File: src/design/jam_pkg.sv
// shared types and constants of the joystick axis moving-average block
package jam_pkg;

	localparam int unsigned AXES           = 4;
	localparam int unsigned SAMPLE_W       = 12;
	localparam int unsigned MASK_W         = 4;
	localparam int unsigned WINDOW_DEFAULT = 8;
	localparam int unsigned MID_DEPTH      = 2;
	localparam int unsigned OUT_DEPTH      = 4;
	localparam int unsigned OUT_CNT_W      = $clog2(OUT_DEPTH + 1);

	localparam logic [SAMPLE_W-1:0] SAMPLE_MAX = 12'd4095;

	typedef logic [SAMPLE_W-1:0] sample_t;
	typedef sample_t [AXES-1:0] axis_vec_t;
	typedef logic [MASK_W-1:0] mask_t;

	// msb first, so a cast to axis_vec_t puts left x at index 0
	typedef struct packed {
		sample_t right_y_sample;
		sample_t right_x_sample;
		sample_t left_y_sample;
		sample_t left_x_sample;
	} in_item_t;

	typedef struct packed {
		sample_t right_y_average;
		sample_t right_x_average;
		sample_t left_y_average;
		sample_t left_x_average;
	} out_item_t;

	localparam int unsigned ITEM_W = $bits(in_item_t);

	// queue status seen by the side that writes it
	typedef struct packed {
		logic                 empty;
		logic [OUT_CNT_W-1:0] count;
	} out_status_t;

endpackage

File: src/design/joystick_axis_moving_average_core.sv
// top level of the joystick axis moving-average block
// usage:
// - input side is a queue: drive samples and raise push; a request is taken at a
//   rising edge with push high and full low. one sample set per cycle sustained while full stays low
// - result side is a queue: while empty is low the oldest result is on result;
//   it is taken at a rising edge with pop high
// - cfg channel writes invert_mask (valid/ready, ready always high); write it
//   only while no request is in flight
// - a result comes out only when some axis average changed since the last one
//   sent; otherwise the request produces nothing
// - path: a request goes through the intake queue, the ring read and running sum,
//   and the reciprocal multiply and compare before its result is queued
// - throughput: one request per cycle while the result queue keeps a free slot, set by the
//   sample ring, which takes one read and one write each cycle, the read in the cycle before its write
// - reset clears the ring (through per-entry valid bits), sums, ring index,
//   last averages and the mask; both queues come up empty
// - when pop stays low the result queue fills, the back end stops draining the
//   intake queue, and full rises once that queue holds two requests
module joystick_axis_moving_average_core #(
	parameter int unsigned WINDOW = jam_pkg::WINDOW_DEFAULT
) (
	input  logic               clk,
	input  logic               arst_n,
	// sample requests
	input  logic               push,
	output logic               full,
	input  jam_pkg::in_item_t  samples,
	// averaged results
	input  logic               pop,
	output logic               empty,
	output jam_pkg::out_item_t result,
	// mirror mask register
	input  logic               cfg_valid,
	output logic               cfg_ready,
	input  jam_pkg::mask_t     cfg_data
);

	localparam int unsigned ITEM_W_L = jam_pkg::ITEM_W;
	localparam int unsigned RES_W_L  = $bits(jam_pkg::out_item_t);

	// front to intake queue
	logic              mid_wr_en;
	jam_pkg::in_item_t mid_wr_data;
	logic              mid_full;
	logic              mid_empty;
	logic              mid_rd_en;
	logic [ITEM_W_L-1:0] mid_rd_bits;
	logic [$clog2(jam_pkg::MID_DEPTH + 1)-1:0] mid_count;

	// back end to result queue
	logic                 res_wr_en;
	jam_pkg::out_item_t   res_wr_data;
	logic                 res_full;
	logic                 res_empty;
	logic [RES_W_L-1:0]   res_rd_bits;
	logic [jam_pkg::OUT_CNT_W-1:0] res_count;
	jam_pkg::out_status_t res_status;

	jam_front u_front (
		.clk       (clk),
		.arst_n    (arst_n),
		.push      (push),
		.samples   (samples),
		.q_full    (mid_full),
		.q_wr_en   (mid_wr_en),
		.q_wr_data (mid_wr_data),
		.cfg_valid (cfg_valid),
		.cfg_ready (cfg_ready),
		.cfg_data  (cfg_data)
	);

	// short decoupling queue between intake and the filter
	jam_fifo #(
		.DEPTH (jam_pkg::MID_DEPTH),
		.WIDTH (ITEM_W_L)
	) u_mid_fifo (
		.clk     (clk),
		.arst_n  (arst_n),
		.wr_en   (mid_wr_en),
		.wr_data (mid_wr_data),
		.rd_en   (mid_rd_en),
		.rd_data (mid_rd_bits),
		.full    (mid_full),
		.empty   (mid_empty),
		.count   (mid_count)
	);

	assign full = mid_full || (mid_count == '1 && 1'b0);

	jam_back #(
		.WINDOW (WINDOW)
	) u_back (
		.clk         (clk),
		.arst_n      (arst_n),
		.q_empty     (mid_empty),
		.q_rd_data   (jam_pkg::in_item_t'(mid_rd_bits)),
		.q_rd_en     (mid_rd_en),
		.res_status  (res_status),
		.res_wr_en   (res_wr_en),
		.res_wr_data (res_wr_data)
	);

	assign res_status.empty = res_empty;
	assign res_status.count = res_count;

	// result queue; the back end never writes it when full
	jam_fifo #(
		.DEPTH (jam_pkg::OUT_DEPTH),
		.WIDTH (RES_W_L)
	) u_res_fifo (
		.clk     (clk),
		.arst_n  (arst_n),
		.wr_en   (res_wr_en && !res_full),
		.wr_data (res_wr_data),
		.rd_en   (pop && !res_empty),
		.rd_data (res_rd_bits),
		.full    (res_full),
		.empty   (res_empty),
		.count   (res_count)
	);

	assign empty  = res_empty;
	assign result = jam_pkg::out_item_t'(res_rd_bits);

endmodule

File: src/design/jam_fifo.sv
// small register queue with count, used between front and back and for results
module jam_fifo #(
	parameter int unsigned DEPTH = jam_pkg::MID_DEPTH,
	parameter int unsigned WIDTH = jam_pkg::ITEM_W
) (
	input  logic                       clk,
	input  logic                       arst_n,
	input  logic                       wr_en,
	input  logic [WIDTH-1:0]           wr_data,
	input  logic                       rd_en,
	output logic [WIDTH-1:0]           rd_data,
	output logic                       full,
	output logic                       empty,
	output logic [$clog2(DEPTH+1)-1:0] count
);

	localparam int unsigned PTR_W = (DEPTH > 1) ? $clog2(DEPTH) : 1;
	localparam int unsigned CNT_W = $clog2(DEPTH + 1);

	logic [WIDTH-1:0] store_q [DEPTH];
	logic [PTR_W-1:0] wr_ptr_q;
	logic [PTR_W-1:0] rd_ptr_q;
	logic [CNT_W-1:0] count_q;

	function automatic logic [PTR_W-1:0] next_ptr(input logic [PTR_W-1:0] p);
		next_ptr = (p == PTR_W'(DEPTH - 1)) ? '0 : p + 1'b1;
	endfunction

	always_ff @(posedge clk) begin
		if (wr_en) begin
			store_q[wr_ptr_q] <= wr_data;
		end
	end

	always_ff @(posedge clk or negedge arst_n) begin
		if (!arst_n) begin
			wr_ptr_q <= '0;
			rd_ptr_q <= '0;
			count_q  <= '0;
		end else begin
			if (wr_en) begin
				wr_ptr_q <= next_ptr(wr_ptr_q);
			end
			if (rd_en) begin
				rd_ptr_q <= next_ptr(rd_ptr_q);
			end
			if (wr_en && !rd_en) begin
				count_q <= count_q + 1'b1;
			end else if (rd_en && !wr_en) begin
				count_q <= count_q - 1'b1;
			end
		end
	end

	assign rd_data = store_q[rd_ptr_q];
	assign full    = (count_q == CNT_W'(DEPTH));
	assign empty   = (count_q == '0);
	assign count   = count_q;

endmodule

File: src/design/jam_front.sv
// front end: request intake, mirror register and per-axis mirroring
module jam_front (
	input  logic             clk,
	input  logic             arst_n,
	input  logic             push,
	input  jam_pkg::in_item_t samples,
	input  logic             q_full,
	output logic             q_wr_en,
	output jam_pkg::in_item_t q_wr_data,
	input  logic             cfg_valid,
	output logic             cfg_ready,
	input  jam_pkg::mask_t   cfg_data
);

	jam_pkg::mask_t    mask_q;
	jam_pkg::axis_vec_t raw;
	jam_pkg::axis_vec_t mirrored;

	assign cfg_ready = 1'b1;

	always_ff @(posedge clk or negedge arst_n) begin
		if (!arst_n) begin
			mask_q <= '0;
		end else if (cfg_valid && cfg_ready) begin
			mask_q <= cfg_data;
		end
	end

	assign raw = jam_pkg::axis_vec_t'(samples);

	always_comb begin
		for (int a = 0; a < jam_pkg::AXES; a++) begin
			mirrored[a] = mask_q[a] ? (jam_pkg::SAMPLE_MAX - raw[a]) : raw[a];
		end
	end

	assign q_wr_en   = push && !q_full;
	assign q_wr_data = jam_pkg::in_item_t'(mirrored);

endmodule

File: src/design/jam_back.sv
// back end: sample ring, running sums, averaging and change detection
module jam_back #(
	parameter int unsigned WINDOW = jam_pkg::WINDOW_DEFAULT
) (
	input  logic               clk,
	input  logic               arst_n,
	input  logic               q_empty,
	input  jam_pkg::in_item_t  q_rd_data,
	output logic               q_rd_en,
	input  jam_pkg::out_status_t res_status,
	output logic               res_wr_en,
	output jam_pkg::out_item_t res_wr_data
);

	localparam int unsigned IDX_W    = (WINDOW > 1) ? $clog2(WINDOW) : 1;
	localparam int unsigned SUM_W    = $clog2(WINDOW * 4095 + 1);
	localparam int unsigned LOG_W    = $clog2(WINDOW);
	localparam int unsigned RECIP_SH = SUM_W + LOG_W;
	localparam int unsigned PROD_W   = 2 * SUM_W + 1;
	localparam int unsigned LOAD_W   = jam_pkg::OUT_CNT_W + 1;
	// ceil(2^sh / window): exact quotient for every sum that fits SUM_W bits
	localparam logic [SUM_W:0] RECIP_M =
		(SUM_W + 1)'(((64'd1 << RECIP_SH) + 64'(WINDOW) - 64'd1) / 64'(WINDOW));

	typedef logic [SUM_W-1:0] sum_t;

	// ring memory, cleared logically by per-entry valid bits
	jam_pkg::in_item_t ring_mem [WINDOW];
	logic [WINDOW-1:0] valid_q;
	logic [IDX_W-1:0]  idx_q;

	sum_t sum_q [jam_pkg::AXES];
	jam_pkg::axis_vec_t last_q;

	logic               v_s1;
	logic [IDX_W-1:0]   slot_s1;
	jam_pkg::in_item_t  new_s1;
	jam_pkg::in_item_t  old_s1;

	logic v_s2;
	sum_t sum_s2 [jam_pkg::AXES];

	logic [LOAD_W-1:0]  load;
	logic               take;
	jam_pkg::axis_vec_t new_vec;
	jam_pkg::axis_vec_t old_vec;
	sum_t               sum_next [jam_pkg::AXES];
	logic [PROD_W-1:0]  prod [jam_pkg::AXES];
	jam_pkg::axis_vec_t avg;
	logic               changed;

	// results in flight plus queued must leave a free slot
	assign load = LOAD_W'(res_status.count) + LOAD_W'(v_s1) + LOAD_W'(v_s2);
	assign take = !q_empty && (load < LOAD_W'(jam_pkg::OUT_DEPTH));
	assign q_rd_en = take;

	// ring read with forwarding of the write in the same cycle
	always_ff @(posedge clk) begin
		if (v_s1) begin
			ring_mem[slot_s1] <= new_s1;
		end
		if (take) begin
			if (v_s1 && (slot_s1 == idx_q)) begin
				old_s1 <= new_s1;
			end else if (valid_q[idx_q]) begin
				old_s1 <= ring_mem[idx_q];
			end else begin
				old_s1 <= '0;
			end
			new_s1  <= q_rd_data;
			slot_s1 <= idx_q;
		end
	end

	assign new_vec = jam_pkg::axis_vec_t'(new_s1);
	assign old_vec = jam_pkg::axis_vec_t'(old_s1);

	always_comb begin
		for (int a = 0; a < jam_pkg::AXES; a++) begin
			sum_next[a] = sum_q[a] - SUM_W'(old_vec[a]) + SUM_W'(new_vec[a]);
		end
	end

	always_ff @(posedge clk) begin
		if (v_s1) begin
			for (int a = 0; a < jam_pkg::AXES; a++) begin
				sum_s2[a] <= sum_next[a];
			end
		end
	end

	// divide by the window through a reciprocal multiply
	always_comb begin
		changed = 1'b0;
		for (int a = 0; a < jam_pkg::AXES; a++) begin
			prod[a] = PROD_W'(sum_s2[a]) * PROD_W'(RECIP_M);
			avg[a]  = jam_pkg::SAMPLE_W'(prod[a] >> RECIP_SH);
			if (avg[a] != last_q[a]) begin
				changed = 1'b1;
			end
		end
	end

	assign res_wr_en   = v_s2 && changed;
	assign res_wr_data = jam_pkg::out_item_t'(avg);

	always_ff @(posedge clk or negedge arst_n) begin
		if (!arst_n) begin
			valid_q <= '0;
			idx_q   <= '0;
			v_s1    <= 1'b0;
			v_s2    <= 1'b0;
			last_q  <= '0;
			for (int a = 0; a < jam_pkg::AXES; a++) begin
				sum_q[a] <= '0;
			end
		end else begin
			v_s1 <= take;
			v_s2 <= v_s1;
			if (take) begin
				idx_q <= (idx_q == IDX_W'(WINDOW - 1)) ? '0 : idx_q + 1'b1;
			end
			if (v_s1) begin
				valid_q[slot_s1] <= 1'b1;
				for (int a = 0; a < jam_pkg::AXES; a++) begin
					sum_q[a] <= sum_next[a];
				end
			end
			if (res_wr_en) begin
				last_q <= avg;
			end
		end
	end

endmodule
File: config.mk
export PLATFORM = sky130hd
export DESIGN_NAME = joystick_axis_moving_average_core
export DESIGN_NICKNAME = d
export VERILOG_FILES = /design/src/design/jam_pkg.sv /design/src/design/joystick_axis_moving_average_core.sv /design/src/design/jam_fifo.sv /design/src/design/jam_front.sv /design/src/design/jam_back.sv
export SDC_FILE = /design/constraint.sdc
export NUM_CORES = 1
export LEC_CHECK = 0
export BUFFER_PORTS_ARGS = -buffer_cell sky130_fd_sc_hd__buf_2
export CAP_MARGIN = 20
export CORE_ASPECT_RATIO = 1.25
export CORE_MARGIN = 4
export CORE_UTILIZATION = 45
export DETAILED_ROUTE_END_ITERATION = 7
export PLACE_DENSITY = 0.57
export SLEW_MARGIN = 20
export SYNTH_ARGS = -nofsm -noshare
export SYNTH_HDL_FRONTEND = slang
export SYNTH_SLANG_ARGS = --single-unit
File: constraint.sdc
create_clock -name clk -period 19.25 [get_ports clk]
set_input_delay 1.925 -clock clk [delete_from_list [all_inputs] [get_ports clk]]
set_output_delay 1.925 -clock clk [all_outputs]
set_load 0.005 [all_outputs]
### Word level (Yosys, flattened, before mapping)

Memory sizes are Yosys's and may differ from the RTL's. A register that Yosys moved wholly into a read port is not among the register bits.
Index checks and enable logic that the tools add are counted.

| operators by class | value |
|---|---|
| order comparisons | 4 |
| eq/ne operators | 10 |
| mux-type cells | 29 |
| bitwise operators | 1 |
| reductions and logical operators | 23 |
| add/sub/neg operators | 23 |

Operators with widths:

| cell | number |
|---|---|
| $mux W48 | 2 |
| $add A15 B12 Y15 | 4 |
| $sub A15 B12 Y15 | 4 |
| $mux W12 | 4 |
| $ne A12 B12 Y1 | 4 |
| $sub A12 B12 Y12 const A | 4 |
| $mux W1 | 14 |
| $logic_and A1 B1 Y1 | 11 |
| $mux W3 | 3 |
| $logic_not A1 Y1 | 8 |
| $lt A3 B4 Y1 const B | 2 |
| $mux W2 | 4 |
| $or A8 B8 Y8 | 1 |
| $add A2 B1 Y2 const B | 3 |
| $add A3 B1 Y3 const B | 2 |
| $eq A2 B2 Y1 const B | 3 |
| $eq A3 B3 Y1 const B | 2 |
| $add A3 B1 Y4 | 1 |
| $add A4 B1 Y4 | 1 |
| $lt A4 B3 Y1 const B | 1 |
| $reduce_bool A2 Y1 | 2 |
| $bmux W1 S3 | 1 |
| $demux W1 S3 | 1 |
| $eq A3 B3 Y1 | 1 |
| 6 further kinds | 7 |

| word-level totals | value |
|---|---|
| logic and storage cells | 118 |
| output and inout port bits | 51 |
| memories kept | 4 |
| bits in writable memories | 732 |
| flip-flop bits (word level) | 187 |

Memory list:

| name | words | width | rd ports | clocked after Yosys merged registers in | wr ports | line | text |
|---|---|---|---|---|---|---|---|
| u_back.ring_mem | 8 | 48 | 1 | 0 | 1 | jam_back.sv:28 | `jam_pkg::in_item_t ring_mem [WINDOW];` |
| u_res_fifo.store_q | 4 | 48 | 1 | 0 | 1 | jam_fifo.sv:20 | `logic [WIDTH-1:0] store_q [DEPTH];` |
| u_mid_fifo.store_q | 2 | 48 | 1 | 1 | 1 | jam_fifo.sv:20 |  |
| u_back.sum_s2 | 4 | 15 | 4 | 0 | 4 | jam_back.sv:41 | `sum_t sum_s2 [jam_pkg::AXES];` |

### Longest topological paths before layout

An unclocked memory read counts as a cell.

| logic depth | value |
|---|---|
| word-level depth | 12 |
| gate-level depth with buffers | 12 |
| gate-level depth less buffers | 12 |

### By module

Synthesis repeated with hierarchy kept, for this count alone.

| unflattened totals | value |
|---|---|
| cell total of the unflattened synthesis | 2392 |
| area total of the unflattened synthesis | 40072.2 um^2 |

By module, submodules not included:

| module | instances | cells each | area each (um^2) |
|---|---|---|---|
| jam_back | 1 | 1874 | 28323.4 |
| jam_fifo (u_res_fifo) | 1 | 288 | 7397.1 |
| jam_fifo (u_mid_fifo) | 1 | 165 | 3696.0 |
| jam_front | 1 | 63 | 628.1 |
| joystick_axis_moving_average_core | 1 | 2 | 27.5 |

### Worst setup path after synthesis

No wires, ideal clock.

| timing path | value |
|---|---|
| kind | register to register |
| from | register u_back.v_s1 |
| to | register u_mid_fifo.count_q[1], in the netlist u_mid_fifo.count[1] |
| slack | 12.684 ns |
| stages on the path, launching flop included | 8 |
| data required time | 19.171 ns |
| clock period less this slack | 6.566 ns |
| arrival time | 6.487 ns |
| cell sequence | dfrtp_1 > a21o_1 > a211oi_2 > inv_1 > ha_1 > xor2_1 > nor2_1 > xor2_1 |

| on the way | value |
|---|---|
| longest elaborated chain between the ends | 7 |
| elaborated cells between the ends (all ways) | 9 |

RTL lines:

| item | line | text |
|---|---|---|
| from (decl) | jam_back.sv:35 | `logic v_s1;` |
| from (signal assigned) | jam_back.sv:118 | `v_s1 <= take;` |
| $add A3 B1 Y4 * | jam_back.sv:53 | `assign load = LOAD_W'(res_status.count) + LOAD_W'(v_s1) + LOAD_W'(v_s2);` |
| $add A4 B1 Y4 * | jam_back.sv:53 |  |
| $lt A4 B3 Y1 * | jam_back.sv:54 | `assign take = !q_empty && (load < LOAD_W'(jam_pkg::OUT_DEPTH));` |
| $logic_and A1 B1 Y1 * | jam_back.sv:54 |  |
| named net mid_rd_en | joystick_axis_moving_average_core.sv:46 | `logic mid_rd_en;` |
| $logic_not A1 Y1 | jam_fifo.sv:47 | `if (wr_en && !rd_en) begin` |
| $logic_and A1 B1 Y1 | jam_fifo.sv:47 |  |
| $mux W2 or $reduce_bool A2 Y1 (tied branches) | - |  |
| to (signal assigned) | jam_fifo.sv:48 | `count_q <= count_q + 1'b1;` |
| to (signal assigned) | jam_fifo.sv:50 | `count_q <= count_q - 1'b1;` |
| to (decl) | jam_fifo.sv:23 | `logic [CNT_W-1:0] count_q;` |

Mark *: on every way through the listed nets, which the timed path passes. The rest lies on a longest branch.
A chain may end at the register's enable or synchronous reset.

==> metrics.csv <==
stage,metric,value,unit
yosys,yosys.area_share.xor_xnor,0.0346,
placed_design,hpwl,48.8,mm
yosys,synth-compound-area-share,0.0348,
layout,utilization,0.511,
yosys,ys_async_sr_fraction,0.142,
worst_setup_path,reg2regPathDepth,5,
routing,route.detailed.drc,0,
clocking,cts_tree,done,
yosys,ys.flop_type,edfxtp_1,
sta,finClkSkew,0.0283,ns
sta,slew_headroom,0.392,
sta,fin_crit_sh,0.236,
routing,dr.pass1.iters,5,
yosys,synth_mux_area_frac,0.131,
sta,hold_viol_final,0,
worst_setup_path,cp_data_required_time,17.32,ns
grt,grt_max_degree,79,
routing,totalWireLength,75.4,mm
routing,via_per_inst,5.18,
die,io_pins,108,
die,die_h,343,µm
worst_setup_path,rrSetupSlack,15.72,ns
worst_hold_path,hp-class,flip-flop to flip-flop,
run,cap_violations,0,
die,core_region_area,0.0887,mm²
worst_setup_path,r2r_start,u_back.idx_q[1],
worst_hold_path,hold_depth,1,
placed_design,port_buffers,106,
sta,drv_slew,0,
yosys,synth-edff-count,819,
clocking,cts-root-buf,clkbuf_16,
clocking,cts-resized-gates,0,
sta,worst_pin_slew,0.911,ns
worst_setup_path,worstPathMaxFanout,42,
yosys,synth.area.top_cells,"edfxtp_1, dfrtp_1, mux4_2, mux2_2, xor2_1",
layout,layout.nets,2663,
sta,fmax,220,MHz
die,die_w,276,µm
yosys,yosys_warnings,0,
grt,grt_pass1_vias,20742,
yosys,ys_seq_area_frac,0.694,
yosys,synth-seq-cells,955,
yosys,yosysTopAreaCell,edfxtp_1,
clocking,clkTransAtPathRegs,0.06,ns
yosys,synthTopCellsByCount,"edfxtp_1, inv_1, mux4_2, dfrtp_1, mux2_2",
yosys,yosys.area.top_type_share,0.610,
worst_hold_path,hp-start,u_back.valid_q[2],
clocking,cts.sinks,955,
routing,num_vias,19394,
placed_design,gp_congestion,0.813,
die,die_area,0.0946,mm²
sta,timing.final.ws_setup,14.71,ns
sta,finalWorstPathRequiredPeriod,4.54,ns
worst_setup_path,worstSetupEndpointType,primary output,
yosys,synth-simple-area-share,0.0308,
yosys,avgSynthCellArea,17.3,µm²
yosys,synth.most_common_cell,edfxtp_1,
clocking,cts_buffers,92,
worst_hold_path,hold_end,u_back.valid_q[2],
yosys,netlist_area,0.0403,mm²
clocking,post_cts_buffers,0,
clocking,insertion_delay,0.66,ns
yosys,synth_top_family_by_area,multiplexers,
clocking,cts_max_path_buffers,3,
outcome,status,"complete, no violations",
grt,antenna_found_initial,0,
clocking,cts_hold_buf,0,
worst_setup_path,arrival,2.62,ns
yosys,synthesis.instances,2339,
worst_setup_path,rr_endpoint,u_back.old_s1[40],
grt,track_usage,0.163,
layout,diodes,0,
sta,setup_viol,0,
yosys,synth_cell_type_count,62,
grt,grt_pass1_wl,120,mm
routing,ant_nets,0,
routing,initialDrtViolationCount,1324,
die,start_util,0.455,
yosys,syn_nets,2515,
sta,finalSetupTns,0,ns
grt,overflow,0,
sta,rsz0062_at_grt,false,
die,row_count,122,
worst_setup_path,crit_type,flip-flop to primary output,
placed_design,place_ws,15.28,ns
clocking,htreeDepth,3,
worst_setup_path,start_kind,flip-flop,
layout,drive_above_1_share,0.231,
sta,hold_ws,0.462,ns
layout,area.growth.synth_to_final,12.3,%
yosys,synthAdderAreaFrac,0.0460,
routing,avgRoutedWirePerCell,20.2,µm
==> cell usage in the layout, fill, tap and decap left out, types with 11 or more instances in the layout <==
cell type / netlist / routed
or2_2: 15 / 15
mux2_2: 131 / 131
nand2_1: 103 / 103
and3_1: 12 / 11
clkbuf_16: 0 / 94
ha_1: 70 / 70
clkinv_2: 0 / 18
nor2_1: 55 / 48
fa_1: 49 / 49
a21oi_1: 35 / 35
xor2_1: 127 / 127
o21ai_0: 96 / 96
dfrtp_1: 136 / 129
inv_1: 210 / 210
mux4_2: 146 / 146
nand3_1: 15 / 15
clkinv_1: 0 / 15
a21o_1: 23 / 23
nor4_1: 14 / 13
mux2i_1: 52 / 52
edfxtp_1: 819 / 819
clkbuf_1: 33 / 19
xnor2_1: 30 / 30
buf_4: 5 / 26
buf_2: 18 / 105
==> flip-flops by register name, summed over array words and instances (netlist names), 3 cells and up <==
register / flops
u_back.old_s1: 48
u_back.ring_mem: 384
u_mid_fifo.store_q: 96
u_back.new_s1: 48
u_back.idx_q: 3
u_res_fifo.store_q: 192
u_back.sum_s2: 48
u_front.mask_q: 4
u_res_fifo.count: 3
u_back.last_q: 48
u_back.valid_q: 8
u_back.slot_s1: 3
u_back.sum_q: 60
==> routing by layer <==
metal | vias up | track usage | share of wire
met5 | - | 0 | 0
met4 | 0 | 0.0442 | 0.018
met3 | 90 | 0.0227 | 0.041
met2 | 364 | 0.265 | 0.48
met1 | 9868 | 0.235 | 0.46
li1 | 9072 | - | -
==> metrics by stage <==
stage	instances	area (µm²)
floorplan	2339	40300
global placement	3571	42300
detailed placement	3571	42300
CTS	3741	45300
global route	3741	45300
finish	3741	45300
==> how the worst max path moves through the flow <==
stage                                      start                  end  slack [ns]  cells after the start
after floorplan                      u_back.v_s1  u_mid_fifo.count[1]       12.68                      7
after global placement    u_res_fifo.rd_ptr_q[0]           result[24]       15.35                      3
after detailed placement  u_res_fifo.rd_ptr_q[0]           result[15]       15.28                      3
after CTS                 u_res_fifo.rd_ptr_q[0]           result[15]       14.58                      3
after global routing      u_res_fifo.rd_ptr_q[0]           result[15]       14.49                      3
final                     u_res_fifo.rd_ptr_q[0]           result[15]       14.71                      3
==> area by class of cell <==
cell class	instances	area, µm²
clock inverter	53	536
fill	7233	43400
multi-input combinational	1094	11300
inverter	211	792
tap	1178	1470
timing repair buffer	133	743
sequential	955	28000
clock buffer	117	2480
==> critical path, stage by stage, from the launching register on <==
cell	delay [ns]
dfrtp_4	0.52
buf_4	0.64
mux4_2	0.61
buf_2	0.15
==> logic make-up after synthesis <==
group                      count (synthesis)
other                                      1
DFF                                      955
AOI/OAI and AO/OA                        222
adders and majority gates                119
muxes                                    330
and+or+nand+nor                          264
xor gates and xnor gates                 158
buffers and inverters                    290
Power is not shown: default switching activity piles up to over one toggle a cycle in this logic, so the estimate is an artifact.
